[src/rtl/core/impulse_collision_response_2d_defines.svh]
// ----------------------------------------------------------------------------
// Impulse collision response assertion macros
// Shared property macros, sampled on clk_i and disabled while rst_ni is low.
// ----------------------------------------------------------------------------
`ifndef IMPULSE_COLLISION_RESPONSE_2D_DEFINES_SVH
`define IMPULSE_COLLISION_RESPONSE_2D_DEFINES_SVH

// cons must hold in every cycle in which ante holds
`define ICR_ASSERT_IMP(lbl, ante, cons, msg) \
  lbl: assert property (@(posedge clk_i) disable iff (!rst_ni) (ante) |-> (cons)) \
    else $error(msg);

// cond must never hold
`define ICR_ASSERT_NEVER(lbl, cond, msg) \
  lbl: assert property (@(posedge clk_i) disable iff (!rst_ni) !(cond)) \
    else $error(msg);

`endif

[src/rtl/core/icr_pkg.sv]
// ----------------------------------------------------------------------------
// Impulse collision response package
// Widths, lane codes and shared types of the collision datapath.
// ----------------------------------------------------------------------------
package icr_pkg;

  localparam int unsigned VEL_W      = 16;
  localparam int unsigned NRM_W      = 16;
  localparam int unsigned MASS_W     = 16;
  localparam int unsigned RV_W       = VEL_W + 1;
  localparam int unsigned PROD_W     = RV_W + NRM_W;
  localparam int unsigned DOT_W      = PROD_W + 1;
  localparam int unsigned TWOD_W     = DOT_W;
  localparam int unsigned HALF_W     = TWOD_W / 2;
  localparam int unsigned MAG_W      = NRM_W;
  localparam int unsigned MULT_W     = MASS_W;
  localparam int unsigned W_W        = MAG_W + MULT_W;
  localparam int unsigned PP_W       = W_W + (TWOD_W - HALF_W);
  localparam int unsigned NUM_W      = W_W + TWOD_W;
  localparam int unsigned FRAC_SHIFT = 28;
  localparam int unsigned RND_SHIFT  = FRAC_SHIFT - 1;
  localparam int unsigned REM_W      = NUM_W - RND_SHIFT;
  localparam int unsigned SUM_W      = MASS_W + 1;
  localparam int unsigned DEN_W      = SUM_W + 1;
  localparam int unsigned QUO_W      = 21;
  localparam int unsigned RES_W      = QUO_W + 2;
  localparam int unsigned NUM_LANES  = 4;

  localparam int unsigned DIV_STEPS_DEF = 1;

  // velocity component lanes
  localparam int unsigned LANE_AX = 0;
  localparam int unsigned LANE_AY = 1;
  localparam int unsigned LANE_BX = 2;
  localparam int unsigned LANE_BY = 3;

  typedef logic [NUM_LANES-1:0][VEL_W-1:0] icr_vel_lanes_t;
  typedef logic [NUM_LANES-1:0][REM_W-1:0] icr_rem_lanes_t;
  typedef logic [NUM_LANES-1:0][QUO_W-1:0] icr_quo_lanes_t;

  typedef struct packed {
    icr_vel_lanes_t vel;
    logic           neg_x;
    logic           neg_y;
    logic           resolved;
    logic           both_static;
  } icr_side_t;

endpackage

[src/rtl/core/icr_intf.sv]


interface icr_out_if;
  import icr_pkg::*;

  logic                    valid;
  logic                    ready;
  logic signed [VEL_W-1:0] new_vel_a_x;
  logic signed [VEL_W-1:0] new_vel_a_y;
  logic signed [VEL_W-1:0] new_vel_b_x;
  logic signed [VEL_W-1:0] new_vel_b_y;
  logic                    resolved;
  logic                    both_static;
  logic                    saturated;

  modport source (
    output valid, new_vel_a_x, new_vel_a_y, new_vel_b_x, new_vel_b_y,
    output resolved, both_static, saturated,
    input  ready
  );

  modport sink (
    input  valid, new_vel_a_x, new_vel_a_y, new_vel_b_x, new_vel_b_y,
    input  resolved, both_static, saturated,
    output ready
  );
endinterface

[src/rtl/core/icr_back.sv]
// ----------------------------------------------------------------------------
// Impulse collision response back end
// Applies the signed velocity changes, clamps to Q8.8 and holds the
// response word in the output register.
// ----------------------------------------------------------------------------
module icr_back (
  input  logic                    clk_i,
  input  logic                    rst_ni,
  input  logic                    in_valid_i,
  output logic                    in_ready_o,
  input  icr_pkg::icr_quo_lanes_t quo_i,
  input  icr_pkg::icr_side_t      side_i,
  icr_out_if.source               out_o
);
  import icr_pkg::*;

  localparam logic signed [RES_W-1:0] VelMax = RES_W'(2 ** (VEL_W - 1) - 1);
  localparam logic signed [RES_W-1:0] VelMin = ~VelMax;

  logic           rdy;
  logic           valid_q;
  icr_vel_lanes_t vel_d, vel_q;
  logic           sat_d, sat_q;
  logic           resolved_q;
  logic           both_static_q;

  assign rdy        = !valid_q || out_o.ready;
  assign in_ready_o = rdy;

  always_comb begin
    logic signed [RES_W-1:0] vel_ext;
    logic signed [RES_W-1:0] quo_ext;
    logic signed [RES_W-1:0] res;
    logic                    neg;
    logic                    body_a;
    vel_d   = '0;
    sat_d   = 1'b0;
    vel_ext = '0;
    quo_ext = '0;
    res     = '0;
    neg     = 1'b0;
    body_a  = 1'b0;
    for (int l = 0; l < NUM_LANES; l++) begin
      body_a  = (l == LANE_AX) || (l == LANE_AY);
      neg     = ((l == LANE_AX) || (l == LANE_BX)) ? side_i.neg_x : side_i.neg_y;
      vel_ext = RES_W'($signed(side_i.vel[l]));
      quo_ext = $signed(RES_W'(quo_i[l]));
      // a gains the change along n, b loses it
      res     = (body_a ^ neg) ? vel_ext + quo_ext : vel_ext - quo_ext;
      if (res > VelMax) begin
        vel_d[l] = VelMax[VEL_W-1:0];
        sat_d    = 1'b1;
      end else if (res < VelMin) begin
        vel_d[l] = VelMin[VEL_W-1:0];
        sat_d    = 1'b1;
      end else begin
        vel_d[l] = res[VEL_W-1:0];
      end
    end
  end

  always_ff @(posedge clk_i or negedge rst_ni) begin
    if (!rst_ni) begin
      valid_q <= 1'b0;
    end else if (rdy) begin
      valid_q <= in_valid_i;
    end
  end

  always_ff @(posedge clk_i) begin
    if (rdy && in_valid_i) begin
      vel_q         <= vel_d;
      sat_q         <= sat_d;
      resolved_q    <= side_i.resolved;
      both_static_q <= side_i.both_static;
    end
  end

  assign out_o.valid       = valid_q;
  assign out_o.new_vel_a_x = vel_q[LANE_AX];
  assign out_o.new_vel_a_y = vel_q[LANE_AY];
  assign out_o.new_vel_b_x = vel_q[LANE_BX];
  assign out_o.new_vel_b_y = vel_q[LANE_BY];
  assign out_o.resolved    = resolved_q;
  assign out_o.both_static = both_static_q;
  assign out_o.saturated   = sat_q;

endmodule

[src/flat_wrapper.sv]
// flat-port wrapper written by rule: the top's interface ports become plain ports
module icr_back_flat import icr_pkg::*;
  (clk_i, rst_ni, in_valid_i, in_ready_o, quo_i, side_i, out_o_valid, out_o_new_vel_a_x, out_o_new_vel_a_y, out_o_new_vel_b_x, out_o_new_vel_b_y, out_o_resolved, out_o_both_static, out_o_saturated, out_o_ready);
  icr_out_if out_o_i ();
  input  logic clk_i;
  input  logic rst_ni;
  input  logic in_valid_i;
  output logic in_ready_o;
  input  icr_pkg::icr_quo_lanes_t quo_i;
  input  icr_pkg::icr_side_t side_i;
  output wire logic [$bits(out_o_i.valid)-1:0] out_o_valid;
  output wire logic [$bits(out_o_i.new_vel_a_x)-1:0] out_o_new_vel_a_x;
  output wire logic [$bits(out_o_i.new_vel_a_y)-1:0] out_o_new_vel_a_y;
  output wire logic [$bits(out_o_i.new_vel_b_x)-1:0] out_o_new_vel_b_x;
  output wire logic [$bits(out_o_i.new_vel_b_y)-1:0] out_o_new_vel_b_y;
  output wire logic [$bits(out_o_i.resolved)-1:0] out_o_resolved;
  output wire logic [$bits(out_o_i.both_static)-1:0] out_o_both_static;
  output wire logic [$bits(out_o_i.saturated)-1:0] out_o_saturated;
  input wire logic [$bits(out_o_i.ready)-1:0] out_o_ready;
  assign out_o_valid = out_o_i.valid;
  assign out_o_new_vel_a_x = out_o_i.new_vel_a_x;
  assign out_o_new_vel_a_y = out_o_i.new_vel_a_y;
  assign out_o_new_vel_b_x = out_o_i.new_vel_b_x;
  assign out_o_new_vel_b_y = out_o_i.new_vel_b_y;
  assign out_o_resolved = out_o_i.resolved;
  assign out_o_both_static = out_o_i.both_static;
  assign out_o_saturated = out_o_i.saturated;
  assign out_o_i.ready = out_o_ready;
  icr_back u_core (.clk_i(clk_i), .rst_ni(rst_ni), .in_valid_i(in_valid_i), .in_ready_o(in_ready_o), .quo_i(quo_i), .side_i(side_i), .out_o(out_o_i));
endmodule
[config.mk]
export PLATFORM = sky130hd
export DESIGN_NAME = icr_back_flat
export DESIGN_NICKNAME = d
export VERILOG_FILES = /design/src/rtl/core/impulse_collision_response_2d_defines.svh /design/src/rtl/core/icr_pkg.sv /design/src/rtl/core/icr_intf.sv /design/src/rtl/core/icr_back.sv /design/src/flat_wrapper.sv
export SDC_FILE = /design/constraint.sdc
export NUM_CORES = 1
export LEC_CHECK = 0
export BUFFER_PORTS_ARGS = -buffer_cell sky130_fd_sc_hd__buf_4
export CAP_MARGIN = 20
export CORE_ASPECT_RATIO = 1.4
export CORE_UTILIZATION = 50
export DETAILED_ROUTE_END_ITERATION = 10
export MAX_ROUTING_LAYER = met4
export PLACE_DENSITY = 0.81
export SYNTH_ARGS = -nofsm -noshare
export SYNTH_HDL_FRONTEND = slang
export SYNTH_SLANG_ARGS = --single-unit
export TNS_END_PERCENT = 5
[constraint.sdc]
create_clock -name clk_i -period 2.6 [get_ports clk_i]
set_input_delay 0.26 -clock clk_i [delete_from_list [all_inputs] [get_ports clk_i]]
set_output_delay 0.26 -clock clk_i [all_outputs]
set_load 0.01 [all_outputs]
==> results.cfg, run 1 <==
[die]
die-height_microns = 163
core_area_sq_mm = 0.0181
dieArea_sq_mm = 0.0191
pin_count = 225
die_w_microns = 117
start_util_pct = 51.2
rows = 58

[cts]
cts_buffer_depth = 2
root_buffer = clkbuf_16
clk_pin_slew_ns = 0.07
tritoncts = built
htree_num_levels = 3
worstSkewPairLatency_ns = 0.34
cts_buffers = 9
clock-sinks = 68

[sta]
period_needed_ns = 4.05
tightestPinTransition_ns = 0.594
hold_viol = 0
relSlewSlack_pct = 60.4
setup_tns_ns = -84.54
setup_ws_ns = -1.45
min_period_over_period_pct = 156
fmax_mhz = 247
fin_skew_ns = 0.0150
hold_ws_ns = 0.0892
drv_slew = 0
rsz0062_at_grt = yes
setup_violations = 65

[hold_path]
hp-start = side_i[1]
holdPathStages = 1
whs_endpoint = u_core.out_o.resolved
hp-class = in -> reg

[power]
cell_internal_pwr_mw = 4.53
powerDensity_mw_per_mm2 = 485
clockPowerShare_pct = 17.6
switching_power_mw = 2.78
leakagePower_nw = 7.14
power_frac_seq_pct = 20.6
p_sw_share_pct = 38.1
comb_power_share_pct = 61.8
max-vdd-ir-drop_v = 0.000328

[grt]
grt_max_degree = 42
track_usage_pct = 36.7
globalRoute.totalOverflow = 0
grt_antenna_before_repair = 0
grt_pass1_vias = 11600
grt_pass1_wl_microns = 53000

[placement]
post-dp-hpwl_microns = 26900
routabilityCongestion = 1.05
post-place-ws_ns = -1.99
placed_cells = 1957
portBuffers = 224

[run]
drv_cap = 0

[synth]
ys_seq_area_share_pct = 22.0
synth_top_area_share_pct = 21.7
synth_most_common_cell = a21oi_1
yosys.area.top_type = edfxtp_1
synth_area_sq_mm = 0.00925
ys_types = 84
avgSynthCellArea_sq_um = 8.28
synthTopCellsByArea = edfxtp_1 (22%), ha_1 (15%), xnor2_1 (8.2%)
syn_inst = 1117
synth_seq_cells = 68
synth-main-ff-cell = edfxtp_1
synth-edff-count = 67
async_reset_ff_share_pct = 1.47
ys_warn_count = 0
synth_common_cells = a21oi_1 (117), ha_1 (108), nor2_1 (100), xnor2_1 (87), nand2_1 (69)
synth_nets = 1385

[critical_path]
r2r_end = u_core.out_o.new_vel_b_y[2]
reg2reg_from = u_core.out_o.valid
path_class = in -> reg
required_ns = 2.70
r2r_cells = 3
start_kind = primary input
cp_max_fo = 15
reg2reg_slack_ns = 0.96
critPathCaptureType = flip-flop
crit_arrival_ns = 4.15

[outcome]
status = finished, violations left
failed_checks = setup timing

[detailed_routing]
drtPass1Iterations = 5
vias = 11300
vias_per_cell = 5.71
wl_per_cell_microns = 17.2
drc_errors = 0
drt_iter0_drc = 818
drt_wl_total_microns = 34200
final_antenna_net_count = 0

[cells_and_area]
diodes = 0
fin_nets = 2009
final_layout_size_suffix_gt1_share_pct = 43.2
nFillCells = 1080
area_delta_synth_final_pct = 62.8
instances_no_fill = 1986
logic make-up after synthesis:
family / Yosys count / synth area share, %
AOI/OAI and AO/OA: 360 / 25.3
and+or+nand+nor: 337 / 18.5
xor gates and xnor gates: 149 / 14.4
adders and majority gates: 112 / 15.5
buffers and inverters: 86 / 3.72
DFF: 68 / 22.0
muxes: 5 / 0.595
power by group through the flow:
| stage | sequential [mW] | clock [mW] | combinational (mW) |
|---|---|---|---|
| after floorplan | 1.60 | 0 | 2.11 |
| final | 1.51 | 1.28 | 4.51 |
| after CTS | 1.51 | 1.27 | 4.34 |
| after detailed placement | 1.53 | 0 | 4.19 |
| after global placement | 1.52 | 0 | 4.07 |
| after global routing | 1.52 | 1.31 | 4.87 |
final cells by class:
type,count,area (sq um),share of cell area [%]
Clock buffer,11,243,1.61
Clock inverter,5,60.1,0.399
Inverter,60,225,1.50
Multi-Input combinational cell,963,7300,48.5
Sequential cell,68,2040,13.5
Tap cell,240,300,1.99
Timing Repair Buffer,639,4900,32.5
sequential cells by signal, summed over array words and instances, names as in the netlist:
signal	flops
u_core.out_o.saturated	1
u_core.out_o.resolved	1
u_core.out_o.new_vel_a_y	16
u_core.out_o.valid	1
u_core.out_o.new_vel_b_y	16
u_core.out_o.both_static	1
u_core.out_o.new_vel_b_x	16
u_core.out_o.new_vel_a_x	16
critical path, stage by stage:
cell and delay [ns]:
buf_4 0.12, or4_4 0.55, or3_4 0.36, nor3_4 0.20, nand2_2 0.13, buf_6 0.15, nor4_4 0.32, a21oi_1 0.15
xnor2_1 0.24, ha_1 0.32, nor2b_1 0.15, nor2_1 0.10, o31ai_1 0.08, a21oi_1 0.17, xor2_1 0.21, buf_4 0.16
o31ai_2 0.07, buf_4 0.20, a21o_1 0.20
metrics by stage:
stage / util (%) / power [mW] / instance area [sq um]
2_1_floorplan: - / 3.71 / 9350
3_3_place_gp: 79.0 / 5.59 / 14300
3_5_place_dp: 79.0 / 5.72 / 14300
4_1_cts: 82.0 / 7.13 / 14800
5_1_grt: 83.4 / 7.70 / 15100
6_report: 83.4 / 7.31 / 15100
worst max-delay path by stage:
stage	cells past startpoint	slack (ns)	from	to
floorplan	17	-1.44	quo_i[63]	u_core.out_o.saturated
global placement	19	-1.84	quo_i[6]	u_core.out_o.new_vel_a_x[3]
detailed placement	20	-1.99	quo_i[63]	u_core.out_o.saturated
CTS	17	-1.40	quo_i[44]	u_core.out_o.saturated
global route	19	-1.61	quo_i[44]	u_core.out_o.new_vel_b_x[7]
finish	19	-1.45	quo_i[31]	u_core.out_o.new_vel_a_y[0]
cells in the final DEF (no fill, tap or decap), types with 5 or more instances in the layout:
master	instances
nand3_1	15
xor2_1	58
o21ai_1	33
a21o_1	50
nand2_1	67
or2_2	9
or3_1	6
o21bai_1	8
inv_1	58
a21oi_2	9
nor2_1	96
buf_4	625
nand4_1	12
a31oi_1	14
a211oi_1	5
nor2b_1	16
and2_1	7
buf_6	8
a21oi_1	108
o31ai_1	5
nor4_1	8
edfxtp_1	67
o211ai_1	7
nand2b_1	12
clkbuf_16	10
nor4_4	7
xnor2_1	85
nor3_1	38
nor3_2	6
o21a_1	19
ha_1	106
o21ai_0	27
repair_timing:
action                                  4_1_cts  5_1_grt
setup buffers                                 5        6
resized for setup                            42       39
gates cloned                                  0        1
hold endpoints to repair                      1        0
pin swaps                                    10       16
hold buffers                                  1        0
endpoints found under the setup margin       65       65
layer usage:
layer | GRT usage, % | wire (microns)
met5 | - | 0
met4 | 21.3 | 1970
met3 | 6.74 | 2020
met2 | 66.0 | 18000
met1 | 36.2 | 12200
Note: power is estimated with default switching activity, not from simulation.
==> inputs of run 2 (changes only) <==
PLACE_DENSITY = 0.78   (was 0.81)
clock period = 4.2 ns   (was 2.6 ns; I/O delays follow)
==> results.cfg, run 2 (synthesized netlist as in run 1, its figures left out) <==
[placement]
routabilityCongestion = 0.951
post-dp-hpwl_microns = 23700
placed_cells = 1780
post-place-ws_ns = -0.664
portBuffers = 224

[cts]
cts_buffer_depth = 2
worstSkewPairLatency_ns = 0.33
tritoncts = built
clock-sinks = 68
htree_num_levels = 3
clk_pin_slew_ns = 0.06
cts_buffers = 9
root_buffer = clkbuf_16

[sta]
rsz0062_at_grt = yes
hold_viol = 0
drv_slew = 0
fin_skew_ns = 0.00882
relSlewSlack_pct = 35.9
setup_ws_ns = -0.0962
fmax_mhz = 233
period_needed_ns = 4.30
min_period_over_period_pct = 102
tightestPinTransition_ns = 0.962
setup_violations = 16

[grt]
grt_pass1_vias = 10100
grt_max_degree = 68
track_usage_pct = 31.3
globalRoute.totalOverflow = 0
grt_antenna_before_repair = 0
grt_pass1_wl_microns = 45800

[outcome]
failed_checks = setup timing
status = finished, violations left

[power]
powerDensity_mw_per_mm2 = 311
max-vdd-ir-drop_v = 0.000195
leakagePower_nw = 6.23

[detailed_routing]
drt_wl_total_microns = 29300
drc_errors = 0
vias_per_cell = 5.67
wl_per_cell_microns = 16.3
drtPass1Iterations = 5
drt_iter0_drc = 644
vias = 10200
final_antenna_net_count = 0

[die]
rows = 58
core_area_sq_mm = 0.0181
dieArea_sq_mm = 0.0191
die_w_microns = 117
die-height_microns = 163
start_util_pct = 51.2
pin_count = 225

[critical_path]
critPathCaptureType = flip-flop
path_class = in -> reg
start_kind = primary input
cp_max_fo = 8
crit_arrival_ns = 4.38
required_ns = 4.29

[cells_and_area]
mostFrequentLayoutCell = buf_4
instances_no_fill = 1800
final_layout_size_suffix_gt1_share_pct = 35.8
final_cell_mix = buf_4 (443), a21oi_1 (108), ha_1 (108)
diodes = 0
area_delta_synth_final_pct = 46.8
fin_nets = 1823
fin_util_pct = 75.1

[run]
drv_cap = 0

[hold_path]
hp-class = in -> reg
-- run 2: changes by cell type in the layout (fill, tap and decap cells not counted), moves of 3 or more --
cell     delta
o21ai_2     +6
a31oi_2     -3
o21ai_1     -5
a31oi_1     +3
buf_4     -182
nor2_1      +3
-- run 2: routing by layer --
| layer | wire length [microns] | track usage [%] |
|---|---|---|
| met3 | 1300 | 3.50 |
| met2 | 15600 | 57.5 |
| met5 | 0 | - |
| met1 | 11400 | 33.2 |
| met4 | 1090 | 14.0 |
-- run 2: what timing repair did --
item / 4_1_cts / 5_1_grt
hold endpoints to repair: 1 / 0
hold buffers: 1 / 0
pin swaps: 0 / 25
setup buffers: 0 / 3
gates resized for setup: 7 / 66
cloned: 0 / 0
setup endpoints to repair: 30 / 61
-- run 2: power by group --
part           switching [mW]  internal [mW]  total (mW)
Sequential             0.0300          0.901       0.931
Combinational            1.26           1.20        2.45
Clock                   0.316          0.518       0.834
-- run 2: area by class of cell --
type | instances | area [sq um]
clock buffers | 9 | 225
inverters | 60 | 225
flip-flops and latches | 68 | 2040
fillers | 1370 | 4490
repair buffers | 453 | 3460
multi-input cells | 963 | 7240
clock inverters | 7 | 91.3
well taps | 240 | 300
-- run 2: final timing paths --
| check | startpoint | endpoint | slack, ns | depth (start not counted) |
|---|---|---|---|---|
| worst max-delay path | quo_i[5] | u_core.out_o.new_vel_a_x[10] | -0.1 | 19 |
| worst min-delay path | side_i[0] | u_core.out_o.both_static | 0.26 | 1 |
| worst max register to register | u_core.out_o.valid | u_core.out_o.new_vel_b_y[3] | 2.47 | 2 |
| worst min register to register | u_core.out_o.valid | u_core.out_o.valid | 0.57 | 2 |
| max in group asynchronous | rst_ni | u_core.out_o.valid | 3.71 | 2 |
| min in group asynchronous | rst_ni | u_core.out_o.valid | 0.41 | 2 |
-- run 2: per-stage QoR --
step                setup TNS [ns]  hold WS (ns)  cell area (sq um)  total power [mW]
finish                       -1.13         0.258              13600              4.22
global route                 -8.27         0.244              13600              4.48
CTS                       -0.00278         0.245              13300              4.11
detailed placement          -23.23         0.197              12900              3.25
global placement            -17.59         0.195              12900              3.20
floorplan                    -2.20         0.124               9300              2.29
-- run 2: worst max-delay path: stages --
cell and delay (ns):
buf_6 0.09, or4_4 0.57, nor4_4 0.27, nand2b_1 0.16, buf_6 0.16, nor4_4 0.34
a21oi_2 0.10, xnor2_1 0.16, ha_1 0.22, a21o_1 0.18, a2111o_1 0.37, or3_1 0.32
o221ai_1 0.11, a21oi_2 0.10, xnor2_2 0.20, nand3_2 0.15, o21ai_4 0.20, buf_6 0.18
o21ai_1 0.07
